===== src/rtl/bzct_pkg.sv =====
// ============================================================================
// bzct_pkg
// Shared types, constants and commutation tables for the back-EMF
// zero-crossing commutation tracker.
// ============================================================================
package bzct_pkg;

    // Defaults for top-level parameters
    localparam int ADC_BITS_DEF    = 12;
    localparam int QUEUE_DEPTH_DEF = 2;

    // Field widths fixed by the interface
    localparam int TICK_W     = 16;
    localparam int THRESH_W   = 16;
    localparam int FACTOR_W   = 32;
    localparam int PHASE_W    = 3;
    localparam int STALLCNT_W = 6;
    localparam int PSUM_W     = 19;
    localparam int PCNT_W     = 3;
    localparam int NEUTRAL_W  = 16;   // widest neutral level carried in the queue
    localparam int CFG_IDX_W  = 2;

    // Configuration register indexes
    localparam logic [CFG_IDX_W-1:0] CFG_DIRECTION    = 2'd0;
    localparam logic [CFG_IDX_W-1:0] CFG_FILTER_THRESH = 2'd1;
    localparam logic [CFG_IDX_W-1:0] CFG_SPEED_FACTOR = 2'd2;

    // Configuration reset values
    localparam logic [THRESH_W-1:0] FILTER_THRESH_RST = 16'd4;
    localparam logic [FACTOR_W-1:0] SPEED_FACTOR_RST  = 32'd1000000;

    // Sample channel codes
    localparam logic [1:0] CH_U = 2'd0;
    localparam logic [1:0] CH_V = 2'd1;
    localparam logic [1:0] CH_W = 2'd2;

    // Commutation steps
    localparam logic [PHASE_W-1:0] STEP_FIRST = 3'd0;
    localparam logic [PHASE_W-1:0] STEP_LAST  = 3'd5;

    // Limits
    localparam logic [THRESH_W-1:0]   FILTER_MAX  = 16'hFFFF;
    localparam logic [THRESH_W-1:0]   QUICK_LIMIT = 16'd12;
    localparam logic [STALLCNT_W-1:0] STALL_MAX   = 6'd63;
    localparam logic [STALLCNT_W-1:0] SHUT_LIMIT  = 6'd50;
    localparam logic [TICK_W-1:0]     RELOAD_TOP  = 16'hFFFF;

    // Command handed from the classifier to the period/speed engine
    typedef struct packed {
        logic                  zero_cross;
        logic                  stall_shutdown;
        logic [PHASE_W-1:0]    phase;
        logic [TICK_W-1:0]     ticks;
        logic [NEUTRAL_W-1:0]  neutral;
    } t_cmd;

    // Channel expected to cross at a step, per direction
    function automatic logic [1:0] f_cross_chan(input logic dir,
                                                input logic [PHASE_W-1:0] step);
        logic [1:0] ch;
        ch = CH_W;
        case (step)
            3'd0, 3'd3: ch = CH_W;
            3'd1, 3'd4: ch = dir ? CH_U : CH_V;
            3'd2, 3'd5: ch = dir ? CH_V : CH_U;
            default:    ch = CH_W;
        endcase
        return ch;
    endfunction

    // 1: expect the level to rise above neutral, 0: to fall below it
    function automatic logic f_cross_above(input logic dir,
                                           input logic [PHASE_W-1:0] step);
        return step[0] ^ dir;
    endfunction

endpackage


===== src/rtl/bzct_front.sv =====
// ============================================================================
// bzct_front
// Accept ADC events, store the sample, form the neutral level and test for
// the expected crossing; push one command per event into the queue.
// ============================================================================
module bzct_front #(
    parameter int ADC_BITS = bzct_pkg::ADC_BITS_DEF
) (
    input  logic                            i_clk,
    input  logic                            i_rst_n,
    input  logic                            i_valid,
    output logic                            o_stall,
    input  logic [ADC_BITS-1:0]             i_bemf_sample,
    input  logic                            i_run_mode,
    input  logic [bzct_pkg::TICK_W-1:0]     i_elapsed_ticks,
    input  logic                            i_direction,
    input  logic [bzct_pkg::THRESH_W-1:0]   i_filter_threshold,
    output logic                            o_push,
    input  logic                            i_full,
    output bzct_pkg::t_cmd                  o_cmd
);

    localparam int SUM_W    = ADC_BITS + 2;
    localparam int RECIP_SH = SUM_W + 1;
    localparam int PROD_W   = SUM_W + RECIP_SH;
    // ceil(2^RECIP_SH / 3): exact floor(sum/3) for every sum below 2^SUM_W
    localparam logic [PROD_W-1:0] RECIP =
        PROD_W'(((64'd1 << RECIP_SH) + 64'd2) / 64'd3);

    typedef enum logic [1:0] {S_IDLE, S_SUM, S_MUL, S_EVAL} t_state;

    t_state                          r_state;
    logic [1:0]                      r_chan;
    logic [ADC_BITS-1:0]             r_u, r_v, r_w;
    logic [SUM_W-1:0]                r_sum;
    logic [ADC_BITS-1:0]             r_neutral;
    logic                            r_run;
    logic [bzct_pkg::TICK_W-1:0]     r_ticks;
    logic [bzct_pkg::THRESH_W-1:0]   r_filt;
    logic [bzct_pkg::PHASE_W-1:0]    r_phase;
    logic [bzct_pkg::STALLCNT_W-1:0] r_stall_cnt;

    logic [PROD_W-1:0]               w_prod;
    logic [bzct_pkg::THRESH_W-1:0]   w_filt_inc;
    logic                            w_test;
    logic                            w_bad_step;
    logic [1:0]                      w_ch;
    logic [ADC_BITS-1:0]             w_lvl;
    logic                            w_hit;
    logic                            w_cross;
    logic                            w_quick;
    logic [bzct_pkg::PHASE_W-1:0]    n_phase;
    logic [bzct_pkg::STALLCNT_W-1:0] n_stall_cnt;
    logic [bzct_pkg::THRESH_W-1:0]   n_filt;
    logic                            w_shut;

    assign o_stall = (r_state != S_IDLE);
    assign w_prod  = PROD_W'(r_sum) * RECIP;

    always_comb begin
        w_filt_inc = (r_filt == bzct_pkg::FILTER_MAX) ? r_filt : r_filt + 1'b1;
        w_test     = r_run && (w_filt_inc >= i_filter_threshold);
        w_bad_step = (r_phase > bzct_pkg::STEP_LAST);
        w_ch       = bzct_pkg::f_cross_chan(i_direction, r_phase);
        case (w_ch)
            bzct_pkg::CH_U: w_lvl = r_u;
            bzct_pkg::CH_V: w_lvl = r_v;
            default:        w_lvl = r_w;
        endcase
        w_hit   = bzct_pkg::f_cross_above(i_direction, r_phase) ? (w_lvl > r_neutral)
                                                                 : (w_lvl < r_neutral);
        w_cross = w_test && !w_bad_step && w_hit;
        w_quick = (w_filt_inc <= bzct_pkg::QUICK_LIMIT);

        n_phase = r_phase;
        if (w_cross) begin
            n_phase = (r_phase == bzct_pkg::STEP_LAST) ? bzct_pkg::STEP_FIRST
                                                       : r_phase + 1'b1;
        end else if (w_test && w_bad_step) begin
            n_phase = bzct_pkg::STEP_FIRST;
        end

        n_stall_cnt = r_stall_cnt;
        if (w_cross) begin
            if (!w_quick) begin
                n_stall_cnt = '0;
            end else if (r_stall_cnt != bzct_pkg::STALL_MAX) begin
                n_stall_cnt = r_stall_cnt + 1'b1;
            end
        end
        w_shut = w_cross && w_quick && (n_stall_cnt >= bzct_pkg::SHUT_LIMIT);

        n_filt = r_filt;
        if (r_run) begin
            n_filt = w_cross ? '0 : w_filt_inc;
        end
    end

    assign o_push               = (r_state == S_EVAL) && !i_full;
    assign o_cmd.zero_cross     = w_cross;
    assign o_cmd.stall_shutdown = w_shut;
    assign o_cmd.phase          = n_phase;
    assign o_cmd.ticks          = r_ticks;
    assign o_cmd.neutral        = bzct_pkg::NEUTRAL_W'(r_neutral);

    always_ff @(posedge i_clk) begin
        if (!i_rst_n) begin
            r_state     <= S_IDLE;
            r_chan      <= bzct_pkg::CH_U;
            r_u         <= '0;
            r_v         <= '0;
            r_w         <= '0;
            r_filt      <= '0;
            r_phase     <= bzct_pkg::STEP_FIRST;
            r_stall_cnt <= '0;
        end else begin
            case (r_state)
                S_IDLE: begin
                    if (i_valid) begin
                        r_run   <= i_run_mode;
                        r_ticks <= i_elapsed_ticks;
                        case (r_chan)
                            bzct_pkg::CH_U: begin
                                r_u    <= i_bemf_sample;
                                r_chan <= bzct_pkg::CH_V;
                            end
                            bzct_pkg::CH_V: begin
                                r_v    <= i_bemf_sample;
                                r_chan <= bzct_pkg::CH_W;
                            end
                            bzct_pkg::CH_W: begin
                                r_w    <= i_bemf_sample;
                                r_chan <= bzct_pkg::CH_U;
                            end
                            default: r_chan <= bzct_pkg::CH_U;
                        endcase
                        r_state <= S_SUM;
                    end
                end
                S_SUM: begin
                    r_sum   <= SUM_W'(r_u) + SUM_W'(r_v) + SUM_W'(r_w);
                    r_state <= S_MUL;
                end
                S_MUL: begin
                    r_neutral <= w_prod[RECIP_SH +: ADC_BITS];
                    r_state   <= S_EVAL;
                end
                S_EVAL: begin
                    // hold until the queue has room
                    if (!i_full) begin
                        r_phase     <= n_phase;
                        r_stall_cnt <= n_stall_cnt;
                        r_filt      <= n_filt;
                        r_state     <= S_IDLE;
                    end
                end
                default: r_state <= S_IDLE;
            endcase
        end
    end

endmodule


===== src/rtl/bzct_queue.sv =====
// ============================================================================
// bzct_queue
// Small register FIFO of commands between the classifier and the engine.
// ============================================================================
module bzct_queue #(
    parameter int DEPTH = bzct_pkg::QUEUE_DEPTH_DEF
) (
    input  logic            i_clk,
    input  logic            i_rst_n,
    input  logic            i_push,
    input  bzct_pkg::t_cmd  i_cmd,
    output logic            o_full,
    input  logic            i_pop,
    output logic            o_valid,
    output bzct_pkg::t_cmd  o_cmd
);

    localparam int PTR_W = (DEPTH > 1) ? $clog2(DEPTH) : 1;
    localparam int CNT_W = $clog2(DEPTH + 1);
    localparam logic [PTR_W-1:0] LAST_PTR = PTR_W'(DEPTH - 1);

    bzct_pkg::t_cmd   r_mem [DEPTH];
    logic [PTR_W-1:0] r_wr_ptr;
    logic [PTR_W-1:0] r_rd_ptr;
    logic [CNT_W-1:0] r_count;

    logic w_push;
    logic w_pop;

    assign o_full  = (r_count == CNT_W'(DEPTH));
    assign o_valid = (r_count != '0);
    assign o_cmd   = r_mem[r_rd_ptr];
    assign w_push  = i_push && !o_full;
    assign w_pop   = i_pop && o_valid;

    always_ff @(posedge i_clk) begin
        if (w_push) begin
            r_mem[r_wr_ptr] <= i_cmd;
        end
    end

    always_ff @(posedge i_clk) begin
        if (!i_rst_n) begin
            r_wr_ptr <= '0;
            r_rd_ptr <= '0;
            r_count  <= '0;
        end else begin
            if (w_push) begin
                r_wr_ptr <= (r_wr_ptr == LAST_PTR) ? '0 : r_wr_ptr + 1'b1;
            end
            if (w_pop) begin
                r_rd_ptr <= (r_rd_ptr == LAST_PTR) ? '0 : r_rd_ptr + 1'b1;
            end
            if (w_push && !w_pop) begin
                r_count <= r_count + 1'b1;
            end else if (w_pop && !w_push) begin
                r_count <= r_count - 1'b1;
            end
        end
    end

endmodule


===== src/rtl/bzct_back.sv =====
// ============================================================================
// bzct_back
// Carry out crossings: delay reload, eight-crossing period average and a
// bit-serial speed division; drive the registered result channel.
// ============================================================================
module bzct_back #(
    parameter int ADC_BITS = bzct_pkg::ADC_BITS_DEF
) (
    input  logic                            i_clk,
    input  logic                            i_rst_n,
    input  logic                            i_cmd_valid,
    input  bzct_pkg::t_cmd                  i_cmd,
    output logic                            o_pop,
    input  logic [bzct_pkg::FACTOR_W-1:0]   i_speed_factor,
    output logic                            o_valid,
    input  logic                            i_stall,
    output logic                            o_zero_cross,
    output logic [bzct_pkg::PHASE_W-1:0]    o_phase,
    output logic [bzct_pkg::TICK_W-1:0]     o_delay_reload,
    output logic [bzct_pkg::TICK_W-1:0]     o_speed_period,
    output logic [bzct_pkg::FACTOR_W-1:0]   o_speed,
    output logic                            o_stall_shutdown,
    output logic [ADC_BITS-1:0]             o_neutral_level
);

    localparam int BIT_W = $clog2(bzct_pkg::FACTOR_W);
    localparam int REM_W = bzct_pkg::TICK_W;

    typedef enum logic [1:0] {B_IDLE, B_DIV, B_OUT} t_state;

    t_state                          r_state;
    bzct_pkg::t_cmd                  r_cmd;
    logic [bzct_pkg::TICK_W-1:0]     r_reload;
    logic [bzct_pkg::PSUM_W-1:0]     r_psum;
    logic [bzct_pkg::PCNT_W-1:0]     r_pcnt;
    logic [bzct_pkg::TICK_W-1:0]     r_avg;
    logic [bzct_pkg::FACTOR_W-1:0]   r_speed;
    logic [bzct_pkg::TICK_W-1:0]     r_div_d;
    logic [bzct_pkg::FACTOR_W-1:0]   r_div_q;
    logic [REM_W-1:0]                r_div_rem;
    logic [BIT_W-1:0]                r_div_bit;
    logic                            r_o_valid;

    logic [bzct_pkg::PSUM_W-1:0]     n_psum;
    logic [bzct_pkg::TICK_W-1:0]     n_avg;
    logic [bzct_pkg::TICK_W-1:0]     w_divisor;
    logic [REM_W:0]                  w_trial;
    logic                            w_fit;
    logic                            w_out_free;

    assign o_pop      = (r_state == B_IDLE) && i_cmd_valid;
    assign w_out_free = !r_o_valid || !i_stall;

    always_comb begin
        n_psum    = r_psum + bzct_pkg::PSUM_W'(i_cmd.ticks);
        n_avg     = (r_pcnt == '1) ? n_psum[3 +: bzct_pkg::TICK_W] : r_avg;
        w_divisor = (n_avg != '0) ? n_avg : i_cmd.ticks;
        w_trial   = {r_div_rem, r_div_q[bzct_pkg::FACTOR_W-1]};
        w_fit     = (w_trial >= {1'b0, r_div_d});
    end

    always_ff @(posedge i_clk) begin
        if (!i_rst_n) begin
            r_state   <= B_IDLE;
            r_reload  <= '0;
            r_psum    <= '0;
            r_pcnt    <= '0;
            r_avg     <= '0;
            r_speed   <= '0;
            r_o_valid <= 1'b0;
        end else begin
            if (r_o_valid && !i_stall && (r_state != B_OUT)) begin
                r_o_valid <= 1'b0;
            end
            case (r_state)
                B_IDLE: begin
                    if (i_cmd_valid) begin
                        r_cmd <= i_cmd;
                        if (i_cmd.zero_cross) begin
                            r_reload <= bzct_pkg::RELOAD_TOP - (i_cmd.ticks >> 3);
                            r_avg    <= n_avg;
                            r_pcnt   <= r_pcnt + 1'b1;
                            r_psum   <= (r_pcnt == '1) ? '0 : n_psum;
                            // a zero divisor runs out as all ones: saturated speed
                            r_div_d   <= w_divisor;
                            r_div_q   <= i_speed_factor;
                            r_div_rem <= '0;
                            r_div_bit <= '1;
                            r_state   <= B_DIV;
                        end else begin
                            r_state <= B_OUT;
                        end
                    end
                end
                B_DIV: begin
                    r_div_rem <= w_fit ? REM_W'(w_trial - {1'b0, r_div_d})
                                       : w_trial[REM_W-1:0];
                    r_div_q   <= {r_div_q[bzct_pkg::FACTOR_W-2:0], w_fit};
                    r_div_bit <= r_div_bit - 1'b1;
                    if (r_div_bit == '0) begin
                        r_speed <= {r_div_q[bzct_pkg::FACTOR_W-2:0], w_fit};
                        r_state <= B_OUT;
                    end
                end
                B_OUT: begin
                    // hold the result until the output register frees up
                    if (w_out_free) begin
                        o_zero_cross     <= r_cmd.zero_cross;
                        o_phase          <= r_cmd.phase;
                        o_delay_reload   <= r_reload;
                        o_speed_period   <= r_avg;
                        o_speed          <= r_speed;
                        o_stall_shutdown <= r_cmd.stall_shutdown;
                        o_neutral_level  <= r_cmd.neutral[ADC_BITS-1:0];
                        r_o_valid        <= 1'b1;
                        r_state          <= B_IDLE;
                    end
                end
                default: r_state <= B_IDLE;
            endcase
        end
    end

    assign o_valid = r_o_valid;

endmodule


===== src/rtl/bemf_zero_cross_commutation_tracker.sv =====
// ============================================================================
// bemf_zero_cross_commutation_tracker
// Sensorless six-step commutation tracker driven by back-EMF ADC events.
// ============================================================================
// Usage:
//   Input channel (i_in_valid / o_in_stall) takes one ADC event per
//   transaction: sample, run flag and timer ticks. Output channel
//   (o_out_valid / i_out_stall) returns exactly one result transaction per
//   event, in order. Configuration is a plain write port (i_cfg_we,
//   i_cfg_index, i_cfg_data); write it only while the block is idle.
//   Flow: the classifier stores the event, sums the three samples, forms
//   the neutral level, then tests and pushes the command; the engine
//   registers the result, after a serial speed division for a crossing.
//   The classifier takes no new event until its command is pushed. A
//   crossing occupies the engine in the one-bit-per-cycle speed divider;
//   the command queue lets the classifier take further events meanwhile.
//   Reset: all control and tracking state clears, configuration returns to
//   clockwise, threshold 4, speed factor 1000000.
//   Receiver stall: the result register holds; the engine waits, the queue
//   fills, and then o_in_stall stays high until results drain.
// ============================================================================
module bemf_zero_cross_commutation_tracker #(
    parameter int ADC_BITS    = bzct_pkg::ADC_BITS_DEF,
    parameter int QUEUE_DEPTH = bzct_pkg::QUEUE_DEPTH_DEF
) (
    input  logic                             i_clk,
    input  logic                             i_rst_n,
    // event channel
    input  logic                             i_in_valid,
    output logic                             o_in_stall,
    input  logic [ADC_BITS-1:0]              i_bemf_sample,
    input  logic                             i_run_mode,
    input  logic [bzct_pkg::TICK_W-1:0]      i_elapsed_ticks,
    // result channel
    output logic                             o_out_valid,
    input  logic                             i_out_stall,
    output logic                             o_zero_cross,
    output logic [bzct_pkg::PHASE_W-1:0]     o_phase,
    output logic [bzct_pkg::TICK_W-1:0]      o_delay_reload,
    output logic [bzct_pkg::TICK_W-1:0]      o_speed_period,
    output logic [bzct_pkg::FACTOR_W-1:0]    o_speed,
    output logic                             o_stall_shutdown,
    output logic [ADC_BITS-1:0]              o_neutral_level,
    // configuration write port
    input  logic                             i_cfg_we,
    input  logic [bzct_pkg::CFG_IDX_W-1:0]   i_cfg_index,
    input  logic [bzct_pkg::FACTOR_W-1:0]    i_cfg_data
);

    // Configuration registers
    logic                             r_direction;
    logic [bzct_pkg::THRESH_W-1:0]    r_filter_threshold;
    logic [bzct_pkg::FACTOR_W-1:0]    r_speed_factor;

    // Classifier to queue to engine
    logic                             w_push;
    logic                             w_full;
    bzct_pkg::t_cmd                   w_push_cmd;
    logic                             w_pop;
    logic                             w_cmd_valid;
    bzct_pkg::t_cmd                   w_head_cmd;

    // Write a register on enable; indexes past the list are dropped
    always_ff @(posedge i_clk) begin
        if (!i_rst_n) begin
            r_direction        <= 1'b0;
            r_filter_threshold <= bzct_pkg::FILTER_THRESH_RST;
            r_speed_factor     <= bzct_pkg::SPEED_FACTOR_RST;
        end else if (i_cfg_we) begin
            case (i_cfg_index)
                bzct_pkg::CFG_DIRECTION:
                    r_direction <= i_cfg_data[0];
                bzct_pkg::CFG_FILTER_THRESH:
                    r_filter_threshold <= i_cfg_data[bzct_pkg::THRESH_W-1:0];
                bzct_pkg::CFG_SPEED_FACTOR:
                    r_speed_factor <= i_cfg_data;
                default: ;
            endcase
        end
    end

    // Classifier: sample store, neutral level, crossing test, stall count
    bzct_front #(
        .ADC_BITS (ADC_BITS)
    ) u_front (
        .i_clk              (i_clk),
        .i_rst_n            (i_rst_n),
        .i_valid            (i_in_valid),
        .o_stall            (o_in_stall),
        .i_bemf_sample      (i_bemf_sample),
        .i_run_mode         (i_run_mode),
        .i_elapsed_ticks    (i_elapsed_ticks),
        .i_direction        (r_direction),
        .i_filter_threshold (r_filter_threshold),
        .o_push             (w_push),
        .i_full             (w_full),
        .o_cmd              (w_push_cmd)
    );

    // Decouple the classifier from the slow speed engine
    bzct_queue #(
        .DEPTH (QUEUE_DEPTH)
    ) u_queue (
        .i_clk   (i_clk),
        .i_rst_n (i_rst_n),
        .i_push  (w_push),
        .i_cmd   (w_push_cmd),
        .o_full  (w_full),
        .i_pop   (w_pop),
        .o_valid (w_cmd_valid),
        .o_cmd   (w_head_cmd)
    );

    // Engine: reload, period average, speed division, result register
    bzct_back #(
        .ADC_BITS (ADC_BITS)
    ) u_back (
        .i_clk            (i_clk),
        .i_rst_n          (i_rst_n),
        .i_cmd_valid      (w_cmd_valid),
        .i_cmd            (w_head_cmd),
        .o_pop            (w_pop),
        .i_speed_factor   (r_speed_factor),
        .o_valid          (o_out_valid),
        .i_stall          (i_out_stall),
        .o_zero_cross     (o_zero_cross),
        .o_phase          (o_phase),
        .o_delay_reload   (o_delay_reload),
        .o_speed_period   (o_speed_period),
        .o_speed          (o_speed),
        .o_stall_shutdown (o_stall_shutdown),
        .o_neutral_level  (o_neutral_level)
    );

endmodule

===== config.mk =====
export PLATFORM = sky130hd
export DESIGN_NAME = bemf_zero_cross_commutation_tracker
export DESIGN_NICKNAME = d
export VERILOG_FILES = /design/src/rtl/bzct_pkg.sv /design/src/rtl/bzct_front.sv /design/src/rtl/bzct_queue.sv /design/src/rtl/bzct_back.sv /design/src/rtl/bemf_zero_cross_commutation_tracker.sv
export SDC_FILE = /design/constraint.sdc
export NUM_CORES = 1
export LEC_CHECK = 0
export BUFFER_PORTS_ARGS = -buffer_cell sky130_fd_sc_hd__buf_4
export CORE_ASPECT_RATIO = 0.8
export CORE_UTILIZATION = 32
export DETAILED_ROUTE_END_ITERATION = 10
export PLACE_DENSITY = 0.54
export SKIP_LAST_GASP = 1
export SLEW_MARGIN = 10
export SYNTH_ARGS = -nofsm -noshare
export SYNTH_HDL_FRONTEND = slang
export SYNTH_SLANG_ARGS = --single-unit

===== constraint.sdc =====
create_clock -name i_clk -period 7.75 [get_ports i_clk]
set_input_delay 0.3875 -clock i_clk [delete_from_list [all_inputs] [get_ports i_clk]]
set_output_delay 0.3875 -clock i_clk [all_outputs]
set_load 0.005 [all_outputs]

==> out/metrics.cfg, run 1 <==
[status]
outcome = finished clean

[yosys]
yosysUniqueCellTypes = 92
syn_nets = 2742
yosysWarningCount = 0
synth_flop_cell = edfxtp_1
synth-seq-cells = 480
synthArstFlopShare_pct = 0
synth_area_mm2 = 0.0249
synthesis.instances = 2431
synth_seq_area_share_pct = 49.5
synth_edf_count = 274
synth.avg_cell_area_um2 = 10.3

[floorplan]
die_w_um = 314
die_y_um = 252
core_area_mm2 = 0.0771
dieArea_mm2 = 0.0791
ios = 151
num_rows = 91
start_util_pct = 32.4

[global_route]
grt_pass1_vias = 17800
grt_antenna_before_repair = 2
grt_first_pass_wirelength_um = 99800
grt.overflow.total = 0
grt_start_max_net_pins = 80
track_usage_pct = 15.9

[pwr]
leakage_uw = 0.0116
ir_worst_vdd_mv = 0.454
p_per_area_mw_per_mm2 = 388

[timing]
maxSlewHeadroom_pct = 23.3
fin_crit_sh_pct = 76.4
rsz0062_at_grt = no
tightest_slew_ps = 1150
period_needed_ps = 5920
fin_skew_ps = 46.4
setup_viol = 0
maxSlewViolCount = 0
fmax_mhz = 169
setup-tns-final_ps = 0
final_hold_viol_count = 0

[layout]
syn_to_final_growth_pct = 16.3
fillers = 7512
drive_gt1_share_pct = 12.8
nNetsFinal = 2889
finalNonFillerCells = 3645

[placement]
dpl.cell_count = 3522
dp_hpwl_um = 45700
place_congestion = 0.877
port_buffers = 150

[flow_run]
cap_violations = 0

[clock_tree]
clock_sinks = 480
cts_root_buf = clkbuf_16
cts_setup_buffers = 0
path_clk_slew_ps = 60
cts_inserted_buffers = 52
h-tree-depth = 2
clk_latency_ps = 630
cts_buffer_depth = 3
cts_tree = built

[detailed_routing]
ant_nets = 0
dr.pass1.iters = 6
drc = 0
wirelength_um = 62700
routedWlPerCell_um = 17.2
vias = 17800
drt_first_iter_violations = 1130
via_per_inst = 4.88

[worst_setup_path]
crit_path_start_kind = register
arrival_ps = 6280
crit_required_ps = 8110
critPathCaptureType = register
worstPathMaxFanout = 4
path_class = reg -> reg

[min_path]
hold_path_class = in -> reg

-- flip-flops by register name, indices dropped and copies added (netlist names), 17 cells and up, named ones only --
| name | flops |
|---|---|
| u_queue.r_mem | 66 |
| r_speed_factor | 32 |
| u_back.o_speed | 32 |
| u_back.r_div_q | 32 |
| u_back.r_speed | 32 |
| u_back.r_psum | 19 |
| u_back.r_cmd | 17 |
-- final cells by class --
type	count	area, um2	area share (%)
multi-input combinational	1643	11400	39.4
clock inverter	33	260	0.897
antenna	1	2.50	0.00863
sequential	480	12400	42.6
timing repair buffer	196	1530	5.29
clock buffer	64	1380	4.75
inverter	205	774	2.67
tap	1023	1280	4.41
-- per-stage QoR --
stage	hold slack, ps	total power (uW)	util (%)	cell area [um2]	setup WS (ps)
after floorplan	400	7480	-	24900	559
after global placement	404	8780	35.2	27100	1970
after detailed placement	407	8900	35.2	27100	1880
after CTS	0.919	11400	37.6	29000	1850
after global routing	15.5	12200	37.6	29000	1500
final	32.5	11300	37.6	29000	1830
-- critical path: stages, from the launching register on --
cell      delay [ps]
edfxtp_1         470
ha_1             390
inv_1             80
fa_1             510
inv_1             60
fa_1             530
inv_1             50
fa_1             500
fa_1             560
inv_1             50
ha_1             290
ha_1             330
a21oi_1          150
o21ai_0          160
a221oi_1         330
o21a_1           250
o21ai_0          190
o41a_1           410
nor4_1           260
nor3_1            80
-- power breakdown --
part / total, uW / internal (uW) / leakage, uW / switching (uW)
registers: 3490 / 3290 / 0.00417 / 204
logic: 5360 / 2230 / 0.00661 / 3130
clock network: 2400 / 1310 / 0.000785 / 1090
total: 11300 / 6830 / 0.0116 / 4420
-- final timing paths --
kind                     from                    endpoint  slack (ps)  depth (start not counted)
min            i_cfg_data[18]          r_speed_factor[18]          30                          3
min reg2reg  u_back.r_cmd[10]  u_back.o_neutral_level[10]         400                          0
max reg2reg  u_front.r_sum[1]       u_front.r_neutral[11]        1830                         19
max          u_front.r_sum[1]       u_front.r_neutral[11]        1830                         19
-- kinds of logic (layout without fill, tap and decap cells) --
group           after synthesis  in the layout  synth area share, %
mux                          64             64                 2.74
compound gates              461            461                 12.1
buf+inv                     308            498                 4.84
xor+xnor                     78             78                 2.74
fa+ha+maj                   243            243                 14.0
other cells                   0              1                    0
simple gates                797            797                 14.1
flops                       480            480                 49.5
-- layout by cell type (no fill, tap or decap), types with 8 or more instances in the layout --
cell and instances:
o21ai_0 40, o22ai_1 18, nand4_1 20, mux2i_1 31, dfxtp_1 206, inv_1 204
o211ai_1 22, o31ai_1 12, o21a_1 16, nor3_1 33, clkinv_2 8, and3_1 13
xor2_1 24, dlygate4sd3_1 25, clkbuf_16 52, a211oi_1 11, edfxtp_1 274, mux2_2 31
nand2_1 448, clkinv_1 9, ha_1 183, nor2_1 133, o21ai_1 9, clkbuf_1 9
nand3_1 43, a31oi_1 8, nor4_1 8, a21o_1 29, xnor2_1 54, o21bai_1 12
and2_1 12, o31ai_2 12, or3_1 11, a22oi_1 9, fa_1 60, nor2b_1 15
nand2b_1 12, a21oi_1 212, buf_4 171
-- synth_stat cells, types with 13 or more instances --
cell type / count / share of area (%)
xnor2_1: 54 / 1.9
o21a_1: 16 / 0.48
and3_1: 14 / 0.35
o211ai_1: 22 / 0.66
clkbuf_1: 79 / 1.2
a21o_1: 29 / 0.87
nand2_1: 448 / 6.7
inv_1: 204 / 3.1
o22ai_1: 18 / 0.45
nor2b_1: 16 / 0.40
xor2_1: 24 / 0.84
fa_1: 60 / 4.8
mux2_2: 31 / 1.4
nor3_1: 35 / 0.70
mux2i_1: 31 / 1.2
a21oi_1: 212 / 4.3
nand4_1: 20 / 0.50
nand2b_1: 13 / 0.33
ha_1: 183 / 9.2
nand3_1: 43 / 0.86
edfxtp_1: 274 / 33
o21ai_0: 41 / 0.82
dfxtp_1: 206 / 17
nor2_1: 137 / 2.1
-- metal layers --
layer | vias to the layer above | global-route usage, % | wire (um)
li1 | 8783 | - | -
met1 | 8518 | 22.7 | 30000
met2 | 385 | 24.6 | 28000
met3 | 86 | 2.80 | 3370
met4 | 0 | 4.46 | 1330
met5 | - | 0 | 0
-- timing repair --
| action | CTS | global route |
|---|---|---|
| endpoints found under the hold margin | 25 | 0 |
| resized for setup | 0 | 0 |
| setup endpoints to repair | 0 | 0 |
| hold buffers | 25 | 0 |
Power figures use the tool's default switching activity.
==> run 2: changes to the inputs <==
==> constraint.sdc (replaced) <==
create_clock -name i_clk -period 5.7 [get_ports i_clk]
set_input_delay 0.285 -clock i_clk [delete_from_list [all_inputs] [get_ports i_clk]]
set_output_delay 0.285 -clock i_clk [all_outputs]
set_load 0.005 [all_outputs]
==> run 2 against run 1 <==
Effect of this change:
- cell count grew 1.4%
- wire length grew 0.65%
- sequential power grew 36%
- flip-flop and latch count is the same
- register-to-register slack lost 1600 ps
- clock skew shrank 21 ps
- critical path type unchanged
==> out/metrics.cfg, run 2 (synthesized netlist as in run 1, its figures left out) <==
[worst_setup_path]
rr_startpoint = u_front.r_sum[6]
arrival_ps = 5790
crit_required_ps = 6050
crit_path_start_kind = register
critPathCaptureType = register
worstPathMaxFanout = 4
path_class = reg -> reg
crit_start = u_front.r_sum[6]

[global_route]
grt_start_max_net_pins = 82
grt.overflow.total = 0
grt_antenna_before_repair = 3
grt_first_pass_wirelength_um = 99900
track_usage_pct = 15.8
grt_pass1_vias = 18000

[detailed_routing]
via_per_inst = 4.89
ant_nets = 0
vias = 18100
wirelength_um = 63100
dr.pass1.iters = 6
drc = 0
drt_first_iter_violations = 1326
routedWlPerCell_um = 17.1

[min_path]
hold_path_class = in -> reg
hold_path.startpoint = i_out_stall

[layout]
multi_input_area_mm2 = 0.0116
seqCellArea_mm2 = 0.0124
diodes = 0
nNetsFinal = 2941
layout_common_cells = 448 x nand2_1, 274 x edfxtp_1, 211 x a21oi_1
drive_gt1_share_pct = 14.0
top_register = u_queue.r_mem
syn_to_final_growth_pct = 19.7
fillers = 7558
largest_reg_flops = 66
finalCoreUtilization_pct = 38.7
final_common_cell = nand2_1

[clock_tree]
path_clk_slew_ps = 60
h-tree-depth = 2
cts_root_buf = clkbuf_16
cts_buffer_depth = 3
cts_tree = built
cts_inserted_buffers = 53
clk_latency_ps = 600
clock_sinks = 480

[pwr]
leakage_uw = 0.0119
ir_worst_vdd_mv = 0.634
p_per_area_mw_per_mm2 = 556

[timing]
setup_viol = 0
fin_skew_ps = 24.9
fin_crit_sh_pct = 95.6
rsz0062_at_grt = no
tightest_slew_ps = 1220
final_hold_viol_count = 0
period_needed_ps = 5450
maxSlewViolCount = 0
maxSlewHeadroom_pct = 18.3
fmax_mhz = 184
setup-tns-final_ps = 0

[floorplan]
die_y_um = 252
dieArea_mm2 = 0.0791
start_util_pct = 32.4
ios = 151
die_w_um = 314
core_area_mm2 = 0.0771
num_rows = 91

[flow_run]
cap_violations = 0

[status]
outcome = finished clean

[placement]
dp_hpwl_um = 46200
place_congestion = 0.875
port_buffers = 150

run 2: cell count changes in the layout (fill, tap and decap cells not counted), sizes merged:
cell,before,now
diode,1,0
clkinv,21,12
bufinv,1,4
inv,210,211
buf,171,186
clkbuf,64,71
dlygate4sd3,25,61
run 2: path summary, 6_finish.rpt:
path                                to  depth (start not counted)  slack (ps)
max              u_front.r_neutral[11]                         17         250
max reg2reg      u_front.r_neutral[11]                         17         250
min reg2reg  u_back.o_neutral_level[0]                          0         420
min                     u_back.o_valid                          3          60
run 2: routing by layer:
layer  GRT usage [%]  vias to the layer above  wire, um  part of all wire, %
li1                -                     8860         -                    -
met3            2.31                       89      2810                  4.5
met5               0                        -        13                0.021
met4            3.80                        2      1250                  2.0
met2            24.8                      364     28200                   45
met1            22.7                     8773     30800                   49
run 2: cell type report:
cell class,instances,share of cell area [%]
Clock inverter,28,1.04
Multi-Input combinational cell,1643,38.7
Clock buffer,71,5.23
Sequential cell,480,41.4
Tap cell,1023,4.29
Inverter,205,2.59
Timing Repair Buffer,247,6.72
run 2: where the power goes:
part	total (uW)	switching, uW	internal (uW)
Combinational	8230	4650	3580
Clock	3620	1490	2130
Sequential	4750	277	4470
run 2: worst max-delay path: stages, from the launching register on:
cell	delay, ps
edfxtp_1	470
ha_2	360
ha_1	330
fa_1	520
inv_1	70
fa_1	510
fa_1	520
fa_1	520
inv_1	40
ha_1	300
nand2_1	90
o21ai_2	100
a221oi_2	280
o21a_1	190
o21ai_1	100
o41a_1	440
nor4_2	280
nor3_1	70
run 2: timing repair:
item                                    CTS  global route
endpoints found under the setup margin    0             4
buffers inserted                          0             5
gates resized for setup                   0            15
hold endpoints to repair                101             0
hold buffers                             61             0
run 2: stage by stage:
| stage | cells | setup slack [ps] | hold slack [ps] | instance area, um2 | total power (uW) |
|---|---|---|---|---|---|
| after global routing | 3697 | 4.10 | 61.5 | 29900 | 17900 |
| after global placement | 3532 | 146 | 409 | 27200 | 12100 |
| after floorplan | 2431 | 285 | 384 | 24900 | 10200 |
| final | 3697 | 250 | 63.9 | 29900 | 16600 |
| after detailed placement | 3532 | 49.9 | 408 | 27200 | 12300 |
| after CTS | 3692 | 54.8 | 29.8 | 29700 | 16100 |
==> run 3: changes to the inputs <==
--- a/config.mk
+++ b/config.mk
@@ -9,7 +9,7 @@
 export CORE_ASPECT_RATIO = 0.8
 export CORE_UTILIZATION = 32
 export DETAILED_ROUTE_END_ITERATION = 10
-export PLACE_DENSITY = 0.54
+export PLACE_DENSITY = 0.43
 export SKIP_LAST_GASP = 1
 export SLEW_MARGIN = 10
 export SYNTH_ARGS = -nofsm -noshare
==> run 3 against run 2 <==
Effect of this change:
- core utilization is 0.22 points higher
- critical endpoint unchanged
- sequential share of layout area is 0.23 points lower
- count of clock-buffer cells in the layout is 1 higher
- register-to-register slack worse by 30 ps
- worst hold slack worse by 19 ps
- flip-flop and latch count stayed put
- design area is 0.56% higher
- clock power is 3% higher
==> out/metrics.cfg, run 3 (synthesized netlist as in run 1, its figures left out) <==
[layout]
nNetsFinal = 2950
finalCoreUtilization_pct = 38.9
syn_to_final_growth_pct = 20.3
top_register = u_queue.r_mem
fillers = 7662
final_common_cell = nand2_1
layout_common_cells = 448 x nand2_1, 274 x edfxtp_1, 211 x a21oi_1
drive_gt1_share_pct = 14.5
largest_reg_flops = 66

[global_route]
grt_first_pass_wirelength_um = 104000
grt_start_max_net_pins = 86
grt.overflow.total = 0
grt_pass1_vias = 18100
grt_antenna_before_repair = 3
track_usage_pct = 16.7

[timing]
maxSlewHeadroom_pct = 21.6
tightest_slew_ps = 1170
maxSlewViolCount = 0
fin_skew_ps = 26.1
fmax_mhz = 182
setup_viol = 0
final_hold_viol_count = 0
period_needed_ps = 5480
fin_crit_sh_pct = 96.2
hold_ws_ps = 45.0

[worst_setup_path]
critPathCaptureType = register
worstPathMaxFanout = 4
cp_common_cell = fa_1
slowest_stage = fa_1
critical-path-top-delay-family = adder cells
arrival_ps = 5830
crit_buf_inv = 3
path_class = reg -> reg
crit_path_start_kind = register
crit_chain = buf_6 > ha_4 > fa_1 > inv_1 > fa_1 > fa_1 > inv_1 > fa_1 > ha_4 > ha_4 > a21o_1 > a21o_1 > a221oi_2 > o21a_4 > o21ai_2 > o41a_1 > nor4_2 > nor3_2
slowest_delay_ps = 550
crit_required_ps = 6050

[floorplan]
die_w_um = 314
core_area_mm2 = 0.0771
ios = 151
dieArea_mm2 = 0.0791
start_util_pct = 32.4
die_y_um = 252
num_rows = 91

[pwr]
ir_worst_vdd_mv = 0.528
internal_power_uw = 10400
seqPwrFrac_pct = 28.2
switching_share_pct = 38.0
leakage_uw = 0.0120
clkPwrFrac_pct = 22.1
switchingPower_uw = 6390
pwr-share-comb_pct = 49.7
p_per_area_mw_per_mm2 = 560

[detailed_routing]
vias = 17900
drc = 0
wirelength_um = 66300
ant_nets = 0
via_per_inst = 4.83
dr.pass1.iters = 5
drt_first_iter_violations = 831
routedWlPerCell_um = 17.9

[clock_tree]
cts_buffer_depth = 3
cts_inserted_buffers = 53
path_clk_slew_ps = 60
h-tree-depth = 2
clock_sinks = 480
clk_latency_ps = 610
cts_tree = built
cts_root_buf = clkbuf_16

[flow_run]
cap_violations = 0

[placement]
port_buffers = 150
place_congestion = 0.833
dp_hpwl_um = 48400

[status]
outcome = finished clean

[min_path]
hold_path_class = in -> reg

## run 3: cell count changes in the layout (fill, tap and decap cells not counted), sizes merged
cell / change
buf: +9
bufinv: +5
clkinvlp: -5
clkinv: +4
inv: -4
clkbuf: +1
diode: +1
## run 3: final timing paths
check	to	startpoint	cells past startpoint	slack [ps]
setup / recovery	u_front.r_neutral[11]	u_front.r_sum[5]	18	220
hold / removal	u_back.o_valid	i_out_stall	3	40
setup reg to reg	u_front.r_neutral[11]	u_front.r_sum[5]	18	220
hold reg to reg	u_back.o_speed[8]	u_back.r_speed[8]	0	420
## run 3: repair_timing
item / CTS / global route
setup buffers: 1 / 7
hold buffers: 61 / 0
endpoints found under the setup margin: 1 / 4
gates resized for setup: 1 / 25
cloned: 0 / 0
pin swaps: 0 / 10
endpoints found under the hold margin: 102 / 0
## run 3: cell type report
class | instances | area (um2) | share of cell area (%)
flip-flops and latches | 480 | 12400 | 41.1
multi-input cells | 1643 | 11600 | 38.7
repair buffers | 256 | 2090 | 6.95
clock buffers | 72 | 1500 | 4.99
well taps | 1023 | 1280 | 4.26
inverters | 205 | 774 | 2.58
clock inverters | 28 | 399 | 1.33
diodes | 1 | 2.50 | 0.00834
## run 3: through the flow
stage / setup TNS, ps / total power [uW] / instance area (um2) / instances / setup WS, ps
2_1_floorplan: 0 / 10200 / 24900 / 2431 / 285
3_3_place_gp: 0 / 12200 / 27200 / 3538 / 51.9
3_5_place_dp: -42.8 / 12200 / 27200 / 3538 / -42.8
4_1_cts: 0 / 16200 / 29800 / 3700 / 24.7
5_1_grt: -63.5 / 18300 / 30000 / 3708 / -63.5
6_report: 0 / 16800 / 30000 / 3708 / 219
## run 3: worst register-to-register path, stage by stage (launching register included)
cell and delay (ps):
edfxtp_1 510, buf_6 170, ha_4 210, fa_1 480, inv_1 50, fa_1 460, fa_1 550, inv_1 50
fa_1 550, ha_4 230, ha_4 250, a21o_1 170, a21o_1 190, a221oi_2 270, o21a_4 190, o21ai_2 70
o41a_1 440, nor4_2 320, nor3_2 70
## run 3: power groups by stage
stage | clock network (uW) | registers, uW | logic (uW)
floorplan | 0 | 4710 | 5450
global placement | 0 | 4800 | 7370
detailed placement | 0 | 4810 | 7410
CTS | 3840 | 4740 | 7650
global route | 3970 | 4780 | 9520
finish | 3720 | 4740 | 8350
## run 3: metal layers
layer	GRT usage, %	part of all wire (%)	vias to the layer above
met5	0	0	-
met4	4.24	2.1	0
met3	2.03	2.6	78
met2	26.2	45	234
met1	24.3	51	8711
li1	-	-	8900
